**config.mk**
```make
export PLATFORM = sky130hd
export DESIGN_NAME = critically_damped_smoothing_3d_core
export DESIGN_NICKNAME = d
export VERILOG_FILES = /design/src/design/cdsd_pkg.sv /design/src/design/critically_damped_smoothing_3d_core.sv
export SDC_FILE = /design/constraint.sdc
export NUM_CORES = 2
export LEC_CHECK = 0
export BUFFER_PORTS_ARGS = -buffer_cell sky130_fd_sc_hd__buf_2
export CAP_MARGIN = 20
export CORE_MARGIN = 10
export CORE_UTILIZATION = 40
export CTS_CLUSTER_SIZE = 25
export DETAILED_ROUTE_END_ITERATION = 12
export PLACE_DENSITY_LB_ADDON = 0.15
export SYNTH_ARGS = -nofsm -noshare
export SYNTH_HDL_FRONTEND = slang
export SYNTH_SLANG_ARGS = --single-unit
```
**constraint.sdc**
```tcl
create_clock -name clk -period 7.52 [get_ports clk]
set_input_delay 1.88 -clock clk [delete_from_list [all_inputs] [get_ports clk]]
set_output_delay 1.88 -clock clk [all_outputs]
set_load 0.005 [all_outputs]
```
**src/design/cdsd_pkg.sv**
```systemverilog
// Shared widths, default parameter values and spring constants for the smoothing core.
package cdsd_pkg;

    // Fixed field widths
    localparam int ST_W = 24;               // smooth_time register
    localparam int DT_W = 24;               // time_step input

    // Parameter defaults
    localparam int VALUE_WIDTH_DEF = 32;
    localparam int FRAC_BITS_DEF   = 16;

    // omega = OMEGA_NUM / smooth_time
    localparam int OMEGA_NUM = 2;

    // Polynomial coefficients as ratios, rounded to FRAC_BITS at elaboration
    localparam int K048_NUM  = 48;
    localparam int K048_DEN  = 100;
    localparam int K0235_NUM = 235;
    localparam int K0235_DEN = 1000;

    // Replacement for a zero smoothing time: 1 / TINY_DEN seconds
    localparam int TINY_DEN = 1000;

endpackage

```
**src/design/critically_damped_smoothing_3d_core.sv**
```systemverilog
// Critically damped smoothing core: 3-axis spring step on a shared multiplier and divider.
//
//  Channel | Direction | Handshake                     | Payload
//  --------+-----------+-------------------------------+---------------------------------------
//  in      | sink      | in_valid / in_stall           | time_step, has_target, pos_*, target_*
//  out     | source    | out_valid / out_stall         | new_x, new_y, new_z, updated
//  cfg     | sink      | cfg_wr_en (no wait)           | cfg_wr_data (smooth_time)
//
// Sequence: a pass-through transaction (no target or dt <= 0) skips the arithmetic. An updating
// transaction runs through the single multiplier (20 products), the one-bit-per-cycle divider
// (two quotients) and 18 saturating adds on the shared adder.
// Reset: rst_n clears velocity, the sequencer and the output valid; smooth_time returns to 1.0 s.
// Stalls: in_stall is high whenever the sequencer is busy. A finished result waits in the
// output register while the next transaction is already accepted and worked on.
module critically_damped_smoothing_3d_core
    import cdsd_pkg::*;
#(
    parameter int VALUE_WIDTH = VALUE_WIDTH_DEF,
    parameter int FRAC_BITS   = FRAC_BITS_DEF
)(
    input  logic                          clk,
    input  logic                          rst_n,

    input  logic                          cfg_wr_en,
    input  logic [ST_W-1:0]               cfg_wr_data,

    input  logic                          in_valid,
    output logic                          in_stall,
    input  logic signed [DT_W-1:0]        time_step,
    input  logic                          has_target,
    input  logic signed [VALUE_WIDTH-1:0] pos_x,
    input  logic signed [VALUE_WIDTH-1:0] pos_y,
    input  logic signed [VALUE_WIDTH-1:0] pos_z,
    input  logic signed [VALUE_WIDTH-1:0] target_x,
    input  logic signed [VALUE_WIDTH-1:0] target_y,
    input  logic signed [VALUE_WIDTH-1:0] target_z,

    output logic                          out_valid,
    input  logic                          out_stall,
    output logic signed [VALUE_WIDTH-1:0] new_x,
    output logic signed [VALUE_WIDTH-1:0] new_y,
    output logic signed [VALUE_WIDTH-1:0] new_z,
    output logic                          updated
);

    // ------------------------------------------------------------------
    // Derived widths
    // ------------------------------------------------------------------
    localparam int VW  = VALUE_WIDTH;
    // multiplier operand width: values and the time step
    localparam int OPW = (VW > DT_W) ? VW : DT_W;
    localparam int HW  = (OPW + 1) / 2;         // half of the b operand per pass
    localparam int BW  = 2 * HW;
    localparam int PPW = OPW + HW;              // one partial product
    localparam int PW  = OPW + BW + 1;          // full product plus rounding carry
    // divider: dividend/quotient and divisor widths
    localparam int DVD_A = 2 * FRAC_BITS + 3;
    localparam int DVD_B = (VW + 1 > ST_W + 1) ? VW + 1 : ST_W + 1;
    localparam int DVD_W = (DVD_A > DVD_B) ? DVD_A : DVD_B;
    localparam int DSR_W = (VW > ST_W) ? VW : ST_W;
    localparam int CW    = $clog2(DVD_W + 1);

    // ------------------------------------------------------------------
    // Constants
    // ------------------------------------------------------------------
    localparam longint unsigned ONE_L   = 64'd1 << FRAC_BITS;
    localparam longint unsigned K048_L  =
        ((64'(K048_NUM) << FRAC_BITS) + 64'(K048_DEN / 2)) / 64'(K048_DEN);
    localparam longint unsigned K0235_L =
        ((64'(K0235_NUM) << FRAC_BITS) + 64'(K0235_DEN / 2)) / 64'(K0235_DEN);
    localparam longint unsigned TINY_L  = (ONE_L + 64'(TINY_DEN / 2)) / 64'(TINY_DEN);
    localparam longint unsigned ST_MAX_L = (64'd1 << ST_W) - 64'd1;

    localparam logic signed [VW-1:0] FX_ONE  = VW'(ONE_L);
    localparam logic signed [VW-1:0] K048    = VW'(K048_L);
    localparam logic signed [VW-1:0] K0235   = VW'(K0235_L);
    localparam logic signed [VW-1:0] VAL_MAX = {1'b0, {(VW-1){1'b1}}};
    localparam logic signed [VW-1:0] VAL_MIN = {1'b1, {(VW-1){1'b0}}};

    localparam logic [ST_W-1:0] ST_TINY  = ST_W'(TINY_L);
    localparam logic [ST_W-1:0] ST_RESET = (ONE_L > ST_MAX_L) ? ST_W'(ST_MAX_L) : ST_W'(ONE_L);

    localparam logic [PW-1:0] RND      = PW'(1) << (FRAC_BITS - 1);
    localparam logic [PW-1:0] QMAX_POS = (PW'(1) << (VW - 1)) - PW'(1);
    localparam logic [PW-1:0] QMAX_NEG = PW'(1) << (VW - 1);

    localparam logic [DVD_W-1:0] OM_NUM  = DVD_W'(OMEGA_NUM) << (2 * FRAC_BITS);
    localparam logic [DVD_W-1:0] E_NUM   = DVD_W'(1) << (2 * FRAC_BITS);
    localparam logic [DVD_W-1:0] Q_LIMIT = (DVD_W'(1) << (VW - 1)) - DVD_W'(1);

    localparam logic [1:0] AXIS_FIRST = 2'd0;
    localparam logic [1:0] AXIS_LAST  = 2'd2;

    // multiplier phases
    localparam logic [2:0] PH_LOAD = 3'd0;   // capture magnitudes and sign
    localparam logic [2:0] PH_LO   = 3'd1;   // a * b_lo
    localparam logic [2:0] PH_HI   = 3'd2;   // acc = lo + round, a * b_hi
    localparam logic [2:0] PH_SUM  = 3'd3;   // acc += hi << HW
    localparam logic [2:0] PH_OUT  = 3'd4;   // shift, saturate, write back

    // ------------------------------------------------------------------
    // Sequencer states, one per micro-step
    // ------------------------------------------------------------------
    typedef enum logic [21:0] {
        S_IDLE  = 22'h000001,
        S_OMEGA = 22'h000002,   // omega = 2 / smooth_time
        S_X     = 22'h000004,   // x = omega * dt
        S_X2    = 22'h000008,
        S_X3    = 22'h000010,
        S_DEN1  = 22'h000020,   // den = 1 + x
        S_K048  = 22'h000040,
        S_DEN2  = 22'h000080,
        S_K0235 = 22'h000100,
        S_DEN3  = 22'h000200,
        S_RECIP = 22'h000400,   // e = 1 / den
        S_DIFF  = 22'h000800,   // per axis from here
        S_OD    = 22'h001000,
        S_VT    = 22'h002000,
        S_TEMP  = 22'h004000,
        S_OT    = 22'h008000,
        S_VS    = 22'h010000,
        S_VEL   = 22'h020000,
        S_DT    = 22'h040000,
        S_DE    = 22'h080000,
        S_NEW   = 22'h100000,
        S_OUT   = 22'h200000
    } state_t;

    state_t state_reg, state_next, state_adv;

    // ------------------------------------------------------------------
    // Registers
    // ------------------------------------------------------------------
    logic [ST_W-1:0]        smooth_time_reg;
    logic [2:0]             mph_reg;
    logic                   div_run_reg;
    logic [1:0]             axis_reg;
    logic                   out_valid_reg;
    logic signed [VW-1:0]   vel_reg [3];

    logic signed [DT_W-1:0] dt_reg;
    logic signed [VW-1:0]   pos_reg [3];
    logic signed [VW-1:0]   tgt_reg [3];
    logic signed [VW-1:0]   res_reg [3];
    logic                   upd_reg;

    logic signed [VW-1:0]   omega_reg, x_reg, x2_reg, x3_reg, den_reg, e_reg;
    logic signed [VW-1:0]   diff_reg, temp_reg, t_reg;

    logic [OPW-1:0]         mag_a_reg;
    logic [BW-1:0]          mag_b_reg;
    logic                   neg_reg;
    logic [PPW-1:0]         pp_reg;
    logic [PW-1:0]          acc_reg;

    logic [DVD_W-1:0]       dq_reg;
    logic [DSR_W-1:0]       rem_reg;
    logic [DSR_W-1:0]       dsr_reg;
    logic [CW-1:0]          div_cnt_reg;

    logic signed [VW-1:0]   out_x_reg, out_y_reg, out_z_reg;
    logic                   out_upd_reg;

    // ------------------------------------------------------------------
    // Handshake
    // ------------------------------------------------------------------
    logic in_acc, in_skip, out_free;

    assign in_stall = (state_reg != S_IDLE);
    assign in_acc   = in_valid && (state_reg == S_IDLE);
    assign in_skip  = !has_target || time_step[DT_W-1] || (time_step == '0);
    assign out_free = !out_valid_reg || !out_stall;

    assign out_valid = out_valid_reg;
    assign new_x     = out_x_reg;
    assign new_y     = out_y_reg;
    assign new_z     = out_z_reg;
    assign updated   = out_upd_reg;

    // current axis operands
    logic signed [VW-1:0] pos_cur, tgt_cur, vel_cur;

    assign pos_cur = pos_reg[axis_reg];
    assign tgt_cur = tgt_reg[axis_reg];
    assign vel_cur = vel_reg[axis_reg];

    // ------------------------------------------------------------------
    // Sequencer: operand selection and step control
    // ------------------------------------------------------------------
    logic                  is_mul, is_add, is_div, step_done;
    logic                  mul_last, div_fin;
    logic signed [OPW-1:0] mul_sel_a, mul_sel_b;
    logic signed [VW-1:0]  add_a, add_b;
    logic                  add_sub;

    assign mul_last = (mph_reg == PH_OUT);
    assign div_fin  = div_run_reg && (div_cnt_reg == '0);

    always_comb
    begin
        state_adv = state_reg;
        is_mul    = 1'b0;
        is_add    = 1'b0;
        is_div    = 1'b0;
        mul_sel_a = '0;
        mul_sel_b = '0;
        add_a     = '0;
        add_b     = '0;
        add_sub   = 1'b0;
        unique case (state_reg)
            S_IDLE:  state_adv = in_skip ? S_OUT : S_OMEGA;
            S_OMEGA:
            begin
                is_div    = 1'b1;
                state_adv = S_X;
            end
            S_X:
            begin
                is_mul    = 1'b1;
                mul_sel_a = OPW'(omega_reg);
                mul_sel_b = OPW'(dt_reg);
                state_adv = S_X2;
            end
            S_X2:
            begin
                is_mul    = 1'b1;
                mul_sel_a = OPW'(x_reg);
                mul_sel_b = OPW'(x_reg);
                state_adv = S_X3;
            end
            S_X3:
            begin
                is_mul    = 1'b1;
                mul_sel_a = OPW'(x2_reg);
                mul_sel_b = OPW'(x_reg);
                state_adv = S_DEN1;
            end
            S_DEN1:
            begin
                is_add    = 1'b1;
                add_a     = FX_ONE;
                add_b     = x_reg;
                state_adv = S_K048;
            end
            S_K048:
            begin
                is_mul    = 1'b1;
                mul_sel_a = OPW'(K048);
                mul_sel_b = OPW'(x2_reg);
                state_adv = S_DEN2;
            end
            S_DEN2:
            begin
                is_add    = 1'b1;
                add_a     = den_reg;
                add_b     = t_reg;
                state_adv = S_K0235;
            end
            S_K0235:
            begin
                is_mul    = 1'b1;
                mul_sel_a = OPW'(K0235);
                mul_sel_b = OPW'(x3_reg);
                state_adv = S_DEN3;
            end
            S_DEN3:
            begin
                is_add    = 1'b1;
                add_a     = den_reg;
                add_b     = t_reg;
                state_adv = S_RECIP;
            end
            S_RECIP:
            begin
                is_div    = 1'b1;
                state_adv = S_DIFF;
            end
            S_DIFF:
            begin
                is_add    = 1'b1;
                add_a     = pos_cur;
                add_b     = tgt_cur;
                add_sub   = 1'b1;
                state_adv = S_OD;
            end
            S_OD:
            begin
                is_mul    = 1'b1;
                mul_sel_a = OPW'(omega_reg);
                mul_sel_b = OPW'(diff_reg);
                state_adv = S_VT;
            end
            S_VT:
            begin
                is_add    = 1'b1;
                add_a     = vel_cur;
                add_b     = t_reg;
                state_adv = S_TEMP;
            end
            S_TEMP:
            begin
                is_mul    = 1'b1;
                mul_sel_a = OPW'(t_reg);
                mul_sel_b = OPW'(dt_reg);
                state_adv = S_OT;
            end
            S_OT:
            begin
                is_mul    = 1'b1;
                mul_sel_a = OPW'(omega_reg);
                mul_sel_b = OPW'(temp_reg);
                state_adv = S_VS;
            end
            S_VS:
            begin
                is_add    = 1'b1;
                add_a     = vel_cur;
                add_b     = t_reg;
                add_sub   = 1'b1;
                state_adv = S_VEL;
            end
            S_VEL:
            begin
                is_mul    = 1'b1;
                mul_sel_a = OPW'(t_reg);
                mul_sel_b = OPW'(e_reg);
                state_adv = S_DT;
            end
            S_DT:
            begin
                is_add    = 1'b1;
                add_a     = diff_reg;
                add_b     = temp_reg;
                state_adv = S_DE;
            end
            S_DE:
            begin
                is_mul    = 1'b1;
                mul_sel_a = OPW'(t_reg);
                mul_sel_b = OPW'(e_reg);
                state_adv = S_NEW;
            end
            S_NEW:
            begin
                is_add    = 1'b1;
                add_a     = tgt_cur;
                add_b     = t_reg;
                state_adv = (axis_reg == AXIS_LAST) ? S_OUT : S_DIFF;
            end
            S_OUT:   state_adv = S_IDLE;
            default: state_adv = S_IDLE;
        endcase

        if (state_reg == S_IDLE)
            step_done = in_acc;
        else if (state_reg == S_OUT)
            step_done = out_free;
        else if (is_mul)
            step_done = mul_last;
        else if (is_div)
            step_done = div_fin;
        else
            step_done = is_add;

        state_next = step_done ? state_adv : state_reg;
    end

    // ------------------------------------------------------------------
    // Shared saturating adder
    // ------------------------------------------------------------------
    logic signed [VW:0]   add_sum;
    logic signed [VW-1:0] add_res;

    assign add_sum = add_sub ? ({add_a[VW-1], add_a} - {add_b[VW-1], add_b})
                             : ({add_a[VW-1], add_a} + {add_b[VW-1], add_b});
    assign add_res = (add_sum[VW] != add_sum[VW-1]) ? (add_sum[VW] ? VAL_MIN : VAL_MAX)
                                                     : add_sum[VW-1:0];

    // ------------------------------------------------------------------
    // Shared multiplier: sign-magnitude, two half passes, round half away
    // ------------------------------------------------------------------
    logic [OPW-1:0]       mag_a_c, mag_b_c;
    logic [PW-1:0]        mul_q;
    logic signed [VW-1:0] mul_res;

    assign mag_a_c = mul_sel_a[OPW-1] ? $unsigned(-mul_sel_a) : $unsigned(mul_sel_a);
    assign mag_b_c = mul_sel_b[OPW-1] ? $unsigned(-mul_sel_b) : $unsigned(mul_sel_b);
    assign mul_q   = acc_reg >> FRAC_BITS;

    always_comb
    begin
        if (neg_reg)
            mul_res = (mul_q > QMAX_NEG) ? VAL_MIN : -mul_q[VW-1:0];
        else
            mul_res = (mul_q > QMAX_POS) ? VAL_MAX : mul_q[VW-1:0];
    end

    // ------------------------------------------------------------------
    // Shared divider: restoring, one quotient bit a cycle
    // ------------------------------------------------------------------
    logic [ST_W-1:0]      st_eff;
    logic [VW-1:0]        den_u;
    logic [DVD_W-1:0]     div_dvd_c;
    logic [DSR_W-1:0]     div_dsr_c;
    logic [DSR_W:0]       div_trial;
    logic                 div_ge;
    logic [DSR_W-1:0]     div_rem_c;
    logic signed [VW-1:0] div_q_sat;

    assign st_eff    = (smooth_time_reg == '0) ? ST_TINY : smooth_time_reg;
    assign den_u     = $unsigned(den_reg);
    assign div_dvd_c = (state_reg == S_OMEGA) ? OM_NUM + DVD_W'(st_eff >> 1)
                                              : E_NUM + DVD_W'(den_u >> 1);
    assign div_dsr_c = (state_reg == S_OMEGA) ? DSR_W'(st_eff) : DSR_W'(den_u);

    assign div_trial = {rem_reg, dq_reg[DVD_W-1]};
    assign div_ge    = (div_trial >= {1'b0, dsr_reg});
    assign div_rem_c = div_ge ? DSR_W'(div_trial - {1'b0, dsr_reg}) : div_trial[DSR_W-1:0];
    assign div_q_sat = (dq_reg > Q_LIMIT) ? VAL_MAX : $signed(dq_reg[VW-1:0]);

    // ------------------------------------------------------------------
    // Control registers
    // ------------------------------------------------------------------
    always_ff @(posedge clk or negedge rst_n)
    begin
        if (!rst_n)
        begin
            state_reg       <= S_IDLE;
            smooth_time_reg <= ST_RESET;
            mph_reg         <= PH_LOAD;
            div_run_reg     <= 1'b0;
            axis_reg        <= AXIS_FIRST;
            out_valid_reg   <= 1'b0;
            vel_reg[0]      <= '0;
            vel_reg[1]      <= '0;
            vel_reg[2]      <= '0;
        end
        else
        begin
            state_reg <= state_next;

            if (cfg_wr_en)
                smooth_time_reg <= cfg_wr_data;

            if (is_mul)
                mph_reg <= mul_last ? PH_LOAD : mph_reg + 3'd1;

            if (is_div)
            begin
                if (!div_run_reg)
                    div_run_reg <= 1'b1;
                else if (div_fin)
                    div_run_reg <= 1'b0;
            end

            if (in_acc)
                axis_reg <= AXIS_FIRST;
            else if ((state_reg == S_NEW) && (axis_reg != AXIS_LAST))
                axis_reg <= axis_reg + 2'd1;

            if ((state_reg == S_VEL) && mul_last)
                vel_reg[axis_reg] <= mul_res;

            if ((state_reg == S_OUT) && out_free)
                out_valid_reg <= 1'b1;
            else if (!out_stall)
                out_valid_reg <= 1'b0;
        end
    end

    // ------------------------------------------------------------------
    // Datapath registers
    // ------------------------------------------------------------------
    always_ff @(posedge clk)
    begin
        // capture a transaction; pass-through result is the position itself
        if (in_acc)
        begin
            dt_reg     <= time_step;
            pos_reg[0] <= pos_x;
            pos_reg[1] <= pos_y;
            pos_reg[2] <= pos_z;
            tgt_reg[0] <= target_x;
            tgt_reg[1] <= target_y;
            tgt_reg[2] <= target_z;
            res_reg[0] <= pos_x;
            res_reg[1] <= pos_y;
            res_reg[2] <= pos_z;
            upd_reg    <= !in_skip;
        end

        // multiplier pipeline
        if (is_mul)
        begin
            case (mph_reg)
                PH_LOAD:
                begin
                    mag_a_reg <= mag_a_c;
                    mag_b_reg <= BW'(mag_b_c);
                    neg_reg   <= mul_sel_a[OPW-1] ^ mul_sel_b[OPW-1];
                end
                PH_LO:   pp_reg <= PPW'(mag_a_reg) * PPW'(mag_b_reg[HW-1:0]);
                PH_HI:
                begin
                    acc_reg <= PW'(pp_reg) + RND;
                    pp_reg  <= PPW'(mag_a_reg) * PPW'(mag_b_reg[BW-1:HW]);
                end
                PH_SUM:  acc_reg <= acc_reg + (PW'(pp_reg) << HW);
                default: ;
            endcase
        end

        if (is_mul && mul_last)
        begin
            case (state_reg) inside
                S_X:                               x_reg    <= mul_res;
                S_X2:                              x2_reg   <= mul_res;
                S_X3:                              x3_reg   <= mul_res;
                S_TEMP:                            temp_reg <= mul_res;
                S_K048, S_K0235, S_OD, S_OT, S_DE: t_reg    <= mul_res;
                default: ;
            endcase
        end

        // adder write-back
        if (is_add)
        begin
            case (state_reg) inside
                S_DEN1, S_DEN2, S_DEN3: den_reg           <= add_res;
                S_DIFF:                 diff_reg          <= add_res;
                S_VT, S_VS, S_DT:       t_reg             <= add_res;
                S_NEW:                  res_reg[axis_reg] <= add_res;
                default: ;
            endcase
        end

        // divider
        if (is_div)
        begin
            if (!div_run_reg)
            begin
                dq_reg      <= div_dvd_c;
                dsr_reg     <= div_dsr_c;
                rem_reg     <= '0;
                div_cnt_reg <= CW'(DVD_W);
            end
            else if (!div_fin)
            begin
                rem_reg     <= div_rem_c;
                dq_reg      <= {dq_reg[DVD_W-2:0], div_ge};
                div_cnt_reg <= div_cnt_reg - CW'(1);
            end
            else if (state_reg == S_OMEGA)
                omega_reg <= div_q_sat;
            else
                e_reg <= div_q_sat;
        end

        // output register
        if ((state_reg == S_OUT) && out_free)
        begin
            out_x_reg   <= res_reg[0];
            out_y_reg   <= res_reg[1];
            out_z_reg   <= res_reg[2];
            out_upd_reg <= upd_reg;
        end
    end

endmodule
```
==> results_dict.tcl <==
set metrics [dict create \
    critPathArrivalTime_ns 7.92 \
    post_dp_cell_area_um2 95400 \
    start_util_pct 40.1 \
    final_max_slew_viol_count 0 \
    reg2regPathDepth 24 \
    reg2reg_from "mag_a_reg[18]" \
    first_global_vias 70941 \
    ys_seq_area_share_pct 37.2 \
    drt_wl_total_um 331000 \
    hold_depth 0 \
    synth_most_common_cell "nand2_1" \
    rsz0062_at_grt "yes" \
    max_slew.worst_pin.slew_ns 1.29 \
    timing.hold.ws_ns 0.417 \
    max_slew_margin_pct 13.8 \
    final_area_um2 100000 \
    crit_type "reg2reg" \
    fin_setup_tns_ns 0 \
    grt_pass1_wl_um 483000 \
    cts_tree "done" \
    synthToLayoutAreaGrowth_pct 14.8 \
    yosys.area_share.simple_pct 14.6 \
    hold_viol 0 \
    synth_compound_area_share_pct 11.7 \
    clkTransAtPathRegs_ns 0.06 \
    synth_top_area_cell "edfxtp_1" \
    netlist_area_um2 87100 \
    num_vias 68387 \
    vias_per_cell 5.67 \
    drive_gt1_share_pct 14.4 \
    detailed_place_hpwl_um 261000 \
    wl_per_cell_um 27.5 \
    hold_buffers 0 \
    clk_latency_ns 0.83 \
    hold_class "reg2reg" \
    synth-edff-count 933 \
    synthTopCellsByCount "nand2_1, inv_1, edfxtp_1, fa_1, o21ai_0" \
    coreArea_um2 217000 \
    dieArea_um2 237000 \
    hold_end "new_z[16]" \
    finalNetCount 10540 \
    p_per_area_nw_per_um2 132 \
    cts_sinks 1114 \
    leakagePower_uw 0.0468 \
    clock_skew_ns 0.0682 \
    ios 345 \
    crit_path_max_fanout 23 \
    cts-root-buf "clkbuf_16" \
    track_usage_pct 27.6 \
    die_x_um 487 \
    cts.path.max_buffers 3 \
    port_buffers 344 \
    hold_start "res_reg[2][16]" \
    die_h_um 487 \
    synth_area_leaders "edfxtp_1, fa_1, nand2_1, ha_1, dfrtp_1" \
    cp-end-kind "register" \
    fmax_mhz 136 \
    drt_iter0_drc 6213 \
    synth.avg_cell_area_um2 10.2 \
    synthMuxAreaShare_pct 2.53 \
    synthDistinctLibCells 104 \
    period_needed_ns 7.33 \
    cap_violations 0 \
    grt_max_degree 119 \
    synth_cells 8532 \
    cp.required_ns 8.11 \
    synth_xor_area_share_pct 3.06 \
    gp_congestion 1.02 \
    ant_nets 0 \
    synth_top_family_by_area "adder cells" \
    layout.cells.non_filler 12056 \
    crit_path_start_kind "register" \
    synth-seq-cells 1114 \
    gr-total-overflow 0 \
    antenna_found_initial 22 \
    synth-adder-area-share_pct 24.6 \
    ys_async_sr_fraction_pct 13.4 \
    drcViolationCount 0 \
    irDropWorstVdd_uv 172 \
    synth_top_area_share_pct 32.2 \
    outcome "completed" \
    fillers 20656 \
    setup_viol 0 \
    rows 171 \
    synthFlopType "edfxtp_1" \
    drt-pass1-iter-count 8 \
    r2r-end "pp_reg[45]" \
    cts_inserted_buffers 131 \
    htree_levels 4 \
    synth.yosys.warnings 0 \
    post-route-period-util_pct 97.5 \
    dp.cells 11799 \
    rrSetupSlack_ns 0.19 \
]
-- repair_timing --
item / 4_1_cts / 5_1_grt
cloned: 0 / 1
resized for setup: 2 / 36
setup endpoints to repair: 2 / 143
buffers inserted: 1 / 7
hold endpoints to repair: 0 / 0
pin swaps: 0 / 1
-- report_power, final --
part | total [uW] | switching, uW | internal, uW | leakage, uW
Sequential | 6670 | 23.3 | 6650 | 0.00999
Clock | 6380 | 2840 | 3540 | 0.00206
Combinational | 145 | 76.6 | 68.8 | 0.0348
Total | 13200 | 2940 | 10300 | 0.0468
-- logic make-up after synthesis --
logic type | count (synthesis)
AOI/OAI and AO/OA | 1558
xor gates and xnor gates | 301
adders and majority gates | 1212
buffers and inverters | 1433
DFF | 1114
muxes | 210
other | 1
and+or+nand+nor | 2703
-- routing by layer --
metal  wire, um  vias to the layer above  part of all wire, %  global-route usage, %
met2     159000                     2815                   48                   46.2
met4      25900                       12                  7.8                   17.7
li1           -                    30221                    -                      -
met1     126000                    34552                   38                   33.4
met3      20400                      787                  6.2                   3.87
met5         80                        -                0.024                      0
-- final cells by class --
class	count	area [um^2]	share of cell area (%)
Sequential cell	1114	32400	32.4
Clock inverter	72	821	0.821
Timing Repair Buffer	902	6560	6.56
Inverter	952	3580	3.58
Tap cell	2854	3570	3.57
Antenna cell	9	22.5	0.0225
Multi-Input combinational cell	5987	49600	49.6
Clock buffer	166	3450	3.45
-- cells in the final DEF, fill, tap and decap left out, drive strengths merged, types with 90 or more instances in the layout --
master	n
ha	367
nand3	94
nor2	341
nand4	90
buf	902
a21oi	341
xor2	113
a21o	112
inv	957
nand2	1375
clkbuf	166
o21ai	493
fa	839
dfrtp	147
edfxtp	933
xnor2	188
mux2i	126
and2	333
-- worst max-delay path, cell delays in order (launching register included) --
cell and delay, ns:
edfxtp_1 0.55, buf_8 0.29, nand2_1 0.12, fa_1 0.56, inv_1 0.06, fa_1 0.54
inv_1 0.07, fa_1 0.49, fa_1 0.53, fa_1 0.54, inv_1 0.05, fa_1 0.44
ha_1 0.38, nand2_1 0.07, a21oi_1 0.18, o21ai_0 0.17, nor2_1 0.23, a2111oi_2 0.10
buf_4 0.17, o31ai_4 0.26, a31o_2 0.27, buf_4 0.13, nand3_1 0.13, or4_1 0.56
a31oi_1 0.23
-- stage by stage --
stage,worst slack [ns],util [%],power [uW]
global placement,-0.0295,44.0,6940
global route,-0.0833,46.1,13600
CTS,0.00573,46.0,13300
floorplan,0.416,-,6820
detailed placement,-0.0290,44.0,6940
finish,0.189,46.1,13200
-- worst max-delay path by stage --
stage,start,endpoint,cells past startpoint
6_report,mag_a_reg[18],pp_reg[45],24
5_1_grt,mag_a_reg[12],pp_reg[44],27
4_1_cts,mag_a_reg[15],pp_reg[31],25
3_5_place_dp,mag_b_reg[17],pp_reg[44],28
3_3_place_gp,mag_b_reg[17],pp_reg[44],28
2_1_floorplan,state_reg[7],res_reg[0][0],23
(Power assumes the default switching activity.)
